===== src/design/drm_pkg.sv =====
`timescale 1ns / 1ps
// ----------------------------------------------------------------------------
// drm_pkg
// Shared types and constants of the downward region allocator.
// ----------------------------------------------------------------------------
package drm_pkg;

  localparam int MAX_REGIONS = 64;
  localparam int IDX_W       = $clog2(MAX_REGIONS);
  localparam int CNT_W       = $clog2(MAX_REGIONS + 1);

  localparam int ADDR_W  = 32;
  localparam int SIZE_W  = 25;
  localparam int FUNC_W  = 2;
  localparam int STAT_W  = 2;
  localparam int SHIFT_W = 5;
  localparam int CFG_IDX_W = 2;

  localparam logic [SHIFT_W-1:0] ALIGN_RESET      = 5'd5;
  localparam logic [SHIFT_W-1:0] ALIGN_MAX        = 5'd16;
  localparam logic [ADDR_W-1:0]  HEAP_TOP_RESET   = 32'h8120_0000;
  localparam logic [ADDR_W-1:0]  TABLE_BASE_RESET = 32'h8150_0000;
  localparam logic [ADDR_W-1:0]  ADDR_LOW_MASK    = 32'h3FFF_FFFF;
  localparam logic [ADDR_W-1:0]  CACHED_SEGMENT   = 32'h8000_0000;

  localparam logic [FUNC_W-1:0] FN_ALLOC    = 2'd0;
  localparam logic [FUNC_W-1:0] FN_ALLOC_AT = 2'd1;
  localparam logic [FUNC_W-1:0] FN_FREE     = 2'd2;
  localparam logic [FUNC_W-1:0] FN_UNUSED   = 2'd3;

  localparam logic [STAT_W-1:0] ST_OK      = 2'd0;
  localparam logic [STAT_W-1:0] ST_REFUSED = 2'd1;
  localparam logic [STAT_W-1:0] ST_FULL    = 2'd2;
  localparam logic [STAT_W-1:0] ST_NONE    = 2'd3;

  localparam logic [CFG_IDX_W-1:0] CFG_ALIGN_SHIFT = 2'd0;
  localparam logic [CFG_IDX_W-1:0] CFG_HEAP_TOP    = 2'd1;
  localparam logic [CFG_IDX_W-1:0] CFG_TABLE_BASE  = 2'd2;

  typedef struct packed {
    logic [ADDR_W-1:0] start;
    logic [SIZE_W-1:0] size;
  } entry_t;

  typedef struct packed {
    logic             we;
    logic [IDX_W-1:0] addr;
    entry_t           data;
  } mem_wr_t;

endpackage


===== src/design/drm_mem.sv =====
`timescale 1ns / 1ps
// ----------------------------------------------------------------------------
// drm_mem
// Region table storage: one write port, one registered read port.
// ----------------------------------------------------------------------------
module drm_mem (
  input  logic                         clk,
  input  drm_pkg::mem_wr_t             wr,
  input  logic [drm_pkg::IDX_W-1:0]    raddr,
  output drm_pkg::entry_t              rdata
);
  import drm_pkg::*;

  entry_t mem [MAX_REGIONS];

  always_ff @(posedge clk) begin
    if (wr.we) begin
      mem[wr.addr] <= wr.data;
    end
    rdata <= mem[raddr];
  end

endmodule


===== config.mk =====
export PLATFORM = sky130hd
export DESIGN_NAME = drm_mem
export DESIGN_NICKNAME = d
export VERILOG_FILES = /design/src/design/drm_pkg.sv /design/src/design/drm_mem.sv
export SDC_FILE = /design/constraint.sdc
export NUM_CORES = 2
export LEC_CHECK = 0
export BUFFER_PORTS_ARGS = -buffer_cell sky130_fd_sc_hd__buf_2
export CORE_ASPECT_RATIO = 1.4
export CORE_MARGIN = 3
export CORE_UTILIZATION = 30
export DETAILED_ROUTE_END_ITERATION = 6
export PLACE_DENSITY_LB_ADDON = 0.05
export SLEW_MARGIN = 5
export SYNTH_ARGS = -nofsm -noshare
export SYNTH_HDL_FRONTEND = slang
export SYNTH_SLANG_ARGS = --single-unit

===== constraint.sdc =====
create_clock -name clk -period 6.1 [get_ports clk]
set_input_delay 1.22 -clock clk [delete_from_list [all_inputs] [get_ports clk]]
set_output_delay 1.22 -clock clk [all_outputs]
set_load 0.02 [all_outputs]

==> metrics.yaml <==
synthesis:
  ys_seq_area_share_pct: 79.3
  synth-edff-count: 3648
  syn_nets: 5831
  async_flop_share_pct: 0
  yosys_warnings: 0
  syn_area_um2: 140000
  ys_ff_latch: 3705
  ys_types: 37
  syn-instance-count: 5760
  synthFlopType: "edfxtp_1"
  syn_avg_cell_area_um2: 24.2
die:
  ios: 128
  die_w_um: 582
  core_area_um2: 462000
  rows: 295
  initial_core_util_pct: 30.2
  dieArea_um2: 473000
  fp.dieH_um: 813
cells_and_area:
  fillers: 42700
  stdcell_area_um2: 162000
  layout_commonest_cell: "edfxtp_1"
  most-common-layout-cells: "edfxtp_1, mux4_2, clkbuf_16"
  finish.utilization_pct: 35.1
  fin_nets: 6322
  areaGrowthSynthToFinish_pct: 16.4
  regArea_um2: 111000
  drive_above_1_share_pct: 31.6
  multi_input_area_um2: 27700
place:
  dp_hpwl_um: 257000
  finalWeightedCongestion: 0.723
  portBuffers: 127
  place_area_um2: 150000
  place_ws_ns: 1.43
clocking:
  h-tree-depth: 5
  cts_buffers: 395
  clockRootBuffer: "clkbuf_16"
  cts_sinks: 3705
  postCtsSetupBuffers: 0
  clk_latency_ns: 0.99
  clockBufferDepth: 4
  postCtsHoldBufs: 0
  clk_pin_slew_ns: 0.06
  cts_tree: "built"
  ctsResizeCount: 0
critical_path:
  path_delay_family: "buffers and inverters"
  crit_path_start_kind: "primary input"
  cp.required_ns: 6.92
  path_buf_inv: 3
  worstPathCellList: "buf_12, buf_12, buf_4, mux4_2, mux4_2, o22ai_1, nor2_1"
  cp.arrival_ns: 4.29
  critPathMaxFanout: 62
  crit_path_end_kind: "register"
  crit_path_max_incr_delay_ns: 0.59
  crit_slowest_cell: "o22ai_1"
  critical_path_class: "in2reg"
detailed_routing:
  routed-via-count: 65400
  finalWirelength_um: 464000
  dr.first_iter.drc_count: 6094
  drc: 0
  vias_per_cell: 5.15
  ant_nets: 0
  wl_per_cell_um: 36.6
  first_pass_iters: 5
sta:
  clock_skew_ns: 0.0285
  setup_tns_ns: 0
  fin_crit_ns: 3.47
  hold_viol: 0
  slew_viol_final: 0
  slew_headroom_pct: 17.3
  rsz0062_at_grt: "no"
  worst_pin_slew_ns: 1.24
  finalSetupViolations: 0
  period_share_pct: 56.9
  worst_slack_ns: 2.63
  timing.fmax_ghz: 0.288
grt:
  grt_pass1_vias: 69200
  grt_pass1_wl_um: 628000
  grt_max_degree: 80
  antenna_found_initial: 52
  grt_usage_pct: 19.4
  gr-total-overflow: 0
pwr:
  p_per_area_nw_per_um2: 336
  total_power_mw: 54.5
  power_leakage_nw: 49.7
  vdd_drop_max_uv: 257
worst_hold_path:
  holdCritPathClass: "reg2reg"
job:
  maxCapViolCount: 0
outcome:
  status: "finished, final reports clean"
[per-stage QoR]
| step | instances | hold slack, ns |
|---|---|---|
| after floorplan | 5760 | 0.758 |
| after global placement | 11900 | 0.854 |
| after detailed placement | 11900 | 0.851 |
| after CTS | 12700 | 0.750 |
| after global routing | 12700 | 0.824 |
| final | 12700 | 0.838 |
[worst min-delay path, stage by stage (launching register included)]
cell and delay (ns):
edfxtp_1 0.31, mux4_2 0.21, nand2_1 0.05, nand3_1 0.07, a31oi_1 0.08, nor2_1 0.10
[synthesized netlist by cell type, drive strengths merged, types with 6 or more instances]
master  count  share of area (%)
a211o      12              0.075
a21oi      38               0.14
a31oi      28               0.13
buf       179               0.82
clkbuf    136               0.37
dfxtp      57               0.82
edfxtp   3648                 79
mux2       42               0.34
mux2i      87               0.62
mux4      998                 16
nand2      76               0.20
nand2b     11              0.049
nand3      20              0.072
nor2      141               0.38
nor2b       8              0.036
nor3        9              0.032
o21ai      29               0.10
o221a       6              0.048
o221ai     25               0.16
o22a       19               0.12
o22ai     171               0.77
[kinds of logic after synthesis]
| group | count (synthesis) | share of synthesized area, % |
|---|---|---|
| mux | 1127 | 17.1 |
| buf+inv | 316 | 1.19 |
| simple gates | 282 | 0.858 |
| flops | 3705 | 79.3 |
| compound gates | 330 | 1.55 |
[power by group]
group          switching, mW  total [mW]  internal (mW)  leakage, nW
Combinational           1.66        2.61          0.956         10.3
Sequential             0.144        28.3           28.2         33.3
Clock                   10.2        23.6           13.4         6.11
[sequential cells by signal, summed over array words and instances, names as in the netlist]
name / count
rdata: 57
mem: 3648
[area by class of cell]
type / instances / share of cell area [%]
Multi-Input combinational cell: 1739 / 17.1
Sequential cell: 3705 / 68.2
Clock buffer: 527 / 6.60
Clock inverter: 204 / 1.10
Timing Repair Buffer: 409 / 2.35
Tap cell: 6088 / 4.69
Antenna cell: 15 / 0.0231
Inverter: 1 / 0.00539
[path summary, 6_finish.rpt]
path | startpoint | slack, ns | cells after the start | to
setup / recovery | raddr[0] | 2.63 | 7 | rdata[3]$_DFF_P_
hold / removal | mem[44][40]$_DFFE_PP_ | 0.84 | 5 | rdata[40]$_DFF_P_
setup reg to reg | mem[11][28]$_DFFE_PP_ | 3.91 | 4 | rdata[28]$_DFF_P_
hold reg to reg | mem[44][40]$_DFFE_PP_ | 0.84 | 5 | rdata[40]$_DFF_P_
[per-layer routing]
metal | wire [µm] | track usage (%) | vias up
met2 | 236000 | 33.7 | 1681
met1 | 199000 | 26.2 | 37300
li1 | - | - | 26000
met5 | 44 | 0 | -
met3 | 20400 | 2.73 | 461
met4 | 8770 | 3.67 | 8
(Power assumes the default switching activity.)
