$ cat src/design/drm_pkg.sv
`timescale 1ns / 1ps
// ----------------------------------------------------------------------------
// drm_pkg
// Shared types and constants of the downward region allocator.
// ----------------------------------------------------------------------------
package drm_pkg;

  localparam int MAX_REGIONS = 64;
  localparam int IDX_W       = $clog2(MAX_REGIONS);
  localparam int CNT_W       = $clog2(MAX_REGIONS + 1);

  localparam int ADDR_W  = 32;
  localparam int SIZE_W  = 25;
  localparam int FUNC_W  = 2;
  localparam int STAT_W  = 2;
  localparam int SHIFT_W = 5;
  localparam int CFG_IDX_W = 2;

  localparam logic [SHIFT_W-1:0] ALIGN_RESET      = 5'd5;
  localparam logic [SHIFT_W-1:0] ALIGN_MAX        = 5'd16;
  localparam logic [ADDR_W-1:0]  HEAP_TOP_RESET   = 32'h8120_0000;
  localparam logic [ADDR_W-1:0]  TABLE_BASE_RESET = 32'h8150_0000;
  localparam logic [ADDR_W-1:0]  ADDR_LOW_MASK    = 32'h3FFF_FFFF;
  localparam logic [ADDR_W-1:0]  CACHED_SEGMENT   = 32'h8000_0000;

  localparam logic [FUNC_W-1:0] FN_ALLOC    = 2'd0;
  localparam logic [FUNC_W-1:0] FN_ALLOC_AT = 2'd1;
  localparam logic [FUNC_W-1:0] FN_FREE     = 2'd2;
  localparam logic [FUNC_W-1:0] FN_UNUSED   = 2'd3;

  localparam logic [STAT_W-1:0] ST_OK      = 2'd0;
  localparam logic [STAT_W-1:0] ST_REFUSED = 2'd1;
  localparam logic [STAT_W-1:0] ST_FULL    = 2'd2;
  localparam logic [STAT_W-1:0] ST_NONE    = 2'd3;

  localparam logic [CFG_IDX_W-1:0] CFG_ALIGN_SHIFT = 2'd0;
  localparam logic [CFG_IDX_W-1:0] CFG_HEAP_TOP    = 2'd1;
  localparam logic [CFG_IDX_W-1:0] CFG_TABLE_BASE  = 2'd2;

  typedef struct packed {
    logic [ADDR_W-1:0] start;
    logic [SIZE_W-1:0] size;
  } entry_t;

  typedef struct packed {
    logic             we;
    logic [IDX_W-1:0] addr;
    entry_t           data;
  } mem_wr_t;

endpackage

$ cat src/design/drm_ovl.sv
`timescale 1ns / 1ps
// ----------------------------------------------------------------------------
// drm_ovl
// Shared half-open interval overlap test against one table entry.
// ----------------------------------------------------------------------------
module drm_ovl (
  input  logic [drm_pkg::ADDR_W-1:0] cand_start,
  input  logic [drm_pkg::SIZE_W-1:0] cand_size,
  input  drm_pkg::entry_t            ent,
  output logic                       hit
);
  import drm_pkg::*;

  logic [ADDR_W:0] cand_end;
  logic [ADDR_W:0] ent_end;

  // ends carry one extra bit so regions past the top compare correctly
  assign cand_end = {1'b0, cand_start} + {{(ADDR_W+1-SIZE_W){1'b0}}, cand_size};
  assign ent_end  = {1'b0, ent.start} + {{(ADDR_W+1-SIZE_W){1'b0}}, ent.size};
  assign hit = ({1'b0, cand_start} < ent_end) && ({1'b0, ent.start} < cand_end);

endmodule

$ cat config.mk
export PLATFORM = sky130hd
export DESIGN_NAME = drm_ovl
export DESIGN_NICKNAME = d
export VERILOG_FILES = /design/src/design/drm_pkg.sv /design/src/design/drm_ovl.sv
export SDC_FILE = /design/constraint.sdc
export NUM_CORES = 1
export LEC_CHECK = 0
export BUFFER_PORTS_ARGS = -buffer_cell sky130_fd_sc_hd__buf_2
export CELL_PAD_IN_SITES_DETAIL_PLACEMENT = 1
export CELL_PAD_IN_SITES_GLOBAL_PLACEMENT = 1
export CORE_ASPECT_RATIO = 1.75
export CORE_UTILIZATION = 40
export DETAILED_ROUTE_END_ITERATION = 6
export PLACE_DENSITY_LB_ADDON = 0.3
export SLEW_MARGIN = 30
export SYNTH_ARGS = -nofsm -noshare
export SYNTH_HDL_FRONTEND = slang
export SYNTH_SLANG_ARGS = --single-unit
$ cat constraint.sdc
create_clock -name vclk -period 4.94
set_input_delay 0.247 -clock vclk [all_inputs]
set_output_delay 0.247 -clock vclk [all_outputs]
set_load 0.05 [all_outputs]
==> flow_summary.toml <==
[die]
rows = 47
die_h_um = 133
dieArea_um2 = 10200
start_util_pct = 41.2
die_w_um = 76.9
ios = 115
core_area_um2 = 9530

[global_routing]
grt_max_degree = 9
grt.total_usage_pct = 26.2
antenna_found_initial = 0
grt_pass1_wl_um = 21600
first_global_vias = 4803
grt_overflow_total = 0

[yosys]
synth.distinct_cells = 60
synth_area_leader_cell = "ha_1"
syn-num-nets = 729
yosys.area.top_type_share_pct = 35.7
yosysWarnings = 0
seq_area_frac_synth_pct = 0
synth.area.top_cells = "ha_1, a21oi_1, xnor2_1"
synthCells = 501
syn_area_um2 = 3930
syn_avg_cell_area_um2 = 7.84

[power_and_ir_drop]
seqPwrFrac_pct = 0
clock_power_share_pct = 0
p_int_uw = 307
combPwrFrac_pct = 100.0
power.density_nw_per_um2 = 149
switchingPower_uw = 387
ir_drop_v = 0.0000627
p_leak_nw = 2.35
swShare_pct = 55.8

[placement]
place.gp.congestion = 0.889
port_buffers = 115
dp_hpwl_um = 12400
dpl_cell_area_um2 = 4640

[hold_path]
min_from = "cand_start[31]"
holdPathEnd = "hit"
min_path_type = "input port to primary output"
min_path_cells = 4

[critical_path]
startpoint = "cand_start[0]"
crit_fanout = 4
crit_chain = "buf_2 > ha_1 > fa_1 > a21o_1 > a21o_1 > o41a_1 > o21a_1 > nor2_2 > a21oi_2 > a21o_1 > a21o_1 > xnor2_1 > ha_1 > nand4_1 > nor2_1 > a21oi_1 > o211ai_1 > o2111ai_1 > a21oi_1 > a2bb2oi_1 > buf_2"
path_delay_family = "compound AO/OA/AOI/OAI gates"
arrival_ns = 4.45
crit_buf_inv = 2
worstSetupEndpointType = "primary output"
crit_slowest_cell = "fa_1"
max_stage_delay_ns = 0.42
start_kind = "input port"
path_class = "input port to primary output"
cp_common_cell = "a21o_1"
required_ns = 4.69

[route]
wire_per_inst_um = 18.4
drtPass1Iterations = 4
detail-route-antenna-nets = 0
drc = 0
drt-initial-drc-count = 48
routed_via_density = 5.98
drt_wl_total_um = 13600
route.vias.total = 4406

[timing]
period_share_pct = 95.1
tightest_slew_ns = 0.470
setup_viol = 0
finalHoldViolations = 0
timing.hold.ws_ns = 0.942
period_needed_ns = 4.70
slew_headroom_pct = 67.8
finalMaxSlewViolations = 0
finalSetupTns_ns = 0
max_freq_ghz = 0.213
rsz0062_at_grt = "false"

[layout]
fin_nets = 845
seq_cell_count = 0
n_antenna_cell = 0
register_area_um2 = 0
stdcell_area_um2 = 4660
drive_above_1_share_pct = 22.9
final_common_cell = "buf_2"
clockBufferCount = 0
final_cell_mix = "buf_2, ha_1, a21oi_1"
areaGrowthSynthToFinish_pct = 18.5

[clock_network]
cts_hold_buf = 0

[status]
outcome = "finished, final reports clean"

[run]
max-cap-violations = 0
[routing by layer]
metal	wire length, um	track usage (%)	vias up
li1	-	-	2149
met2	8100	58.6	110
met5	0	0	-
met1	4370	21.6	2104
met3	308	0.685	43
met4	825	13.7	0
[Yosys cell counts (2+ instances only)]
| master | number |
|---|---|
| ha_1 | 112 |
| a21oi_1 | 57 |
| xnor2_1 | 31 |
| a21o_1 | 28 |
| nand2_1 | 28 |
| nor2_1 | 28 |
| o21ai_0 | 26 |
| xor2_1 | 26 |
| inv_1 | 13 |
| nand3_1 | 12 |
| nand4_1 | 11 |
| nand2b_1 | 10 |
| nor3_1 | 9 |
| o21a_1 | 9 |
| a211oi_1 | 8 |
| nor2b_1 | 7 |
| a211o_1 | 6 |
| o211ai_1 | 6 |
| o21bai_1 | 6 |
| and3_1 | 5 |
| a211oi_2 | 4 |
| a31oi_1 | 4 |
| or3_1 | 4 |
| a21boi_0 | 3 |
| a21oi_2 | 3 |
| o2111ai_1 | 3 |
| fa_1 | 2 |
| o21ai_1 | 2 |
| o21ai_2 | 2 |
| o21ba_2 | 2 |
| o22ai_1 | 2 |
| o2bb2ai_1 | 2 |
| o41a_1 | 2 |
| or2_2 | 2 |
[final cells by class]
class | count | area [um2]
timing repair buffer | 118 | 598
tap | 122 | 153
fill | 1292 | 4870
multi-input combinational | 484 | 3860
inverter | 13 | 48.8
[how the worst max path moves through the flow]
stage          end  slack (ns)  depth (start not counted)
2_1_floorplan  hit        0.47                         19
5_1_grt        hit        0.03                         20
4_1_cts        hit        0.23                         19
3_3_place_gp   hit        0.28                         19
6_report       hit        0.24                         21
3_5_place_dp   hit        0.25                         19
[power by group through the flow]
stage	combinational, mW	sequential, mW	clock, mW
after detailed placement	0.689	0	0
after global routing	0.774	0	0
after floorplan	0.474	0	0
after global placement	0.654	0	0
final	0.694	0	0
after CTS	0.695	0	0
[stage by stage]
step | instances | setup WS (ns) | util [%] | power, mW
2_1_floorplan | 501 | 0.472 | - | 0.474
3_3_place_gp | 736 | 0.284 | 48.8 | 0.654
3_5_place_dp | 736 | 0.247 | 48.8 | 0.689
4_1_cts | 736 | 0.231 | 48.8 | 0.695
5_1_grt | 737 | 0.0312 | 48.9 | 0.774
6_report | 737 | 0.241 | 48.9 | 0.694
[timing repair]
| item | 4_1_cts | 5_1_grt |
|---|---|---|
| resized for setup | 0 | 1 |
| endpoints found under the setup margin | 0 | 1 |
| buffers inserted | 0 | 1 |
[worst min-delay path, stage by stage]
cell and delay, ns:
buf_2 0.12, nand3_1 0.06, a2bb2oi_1 0.06, buf_2 0.21
[logic make-up after synthesis]
| family | count (synthesis) | synth area share (%) |
|---|---|---|
| fa+ha+maj | 114 | 36.7 |
| xor+xnor | 57 | 12.7 |
| simple gates | 125 | 16.1 |
| buf+inv | 17 | 1.94 |
| compound gates | 188 | 32.5 |
Power figures use the tool's default switching activity.
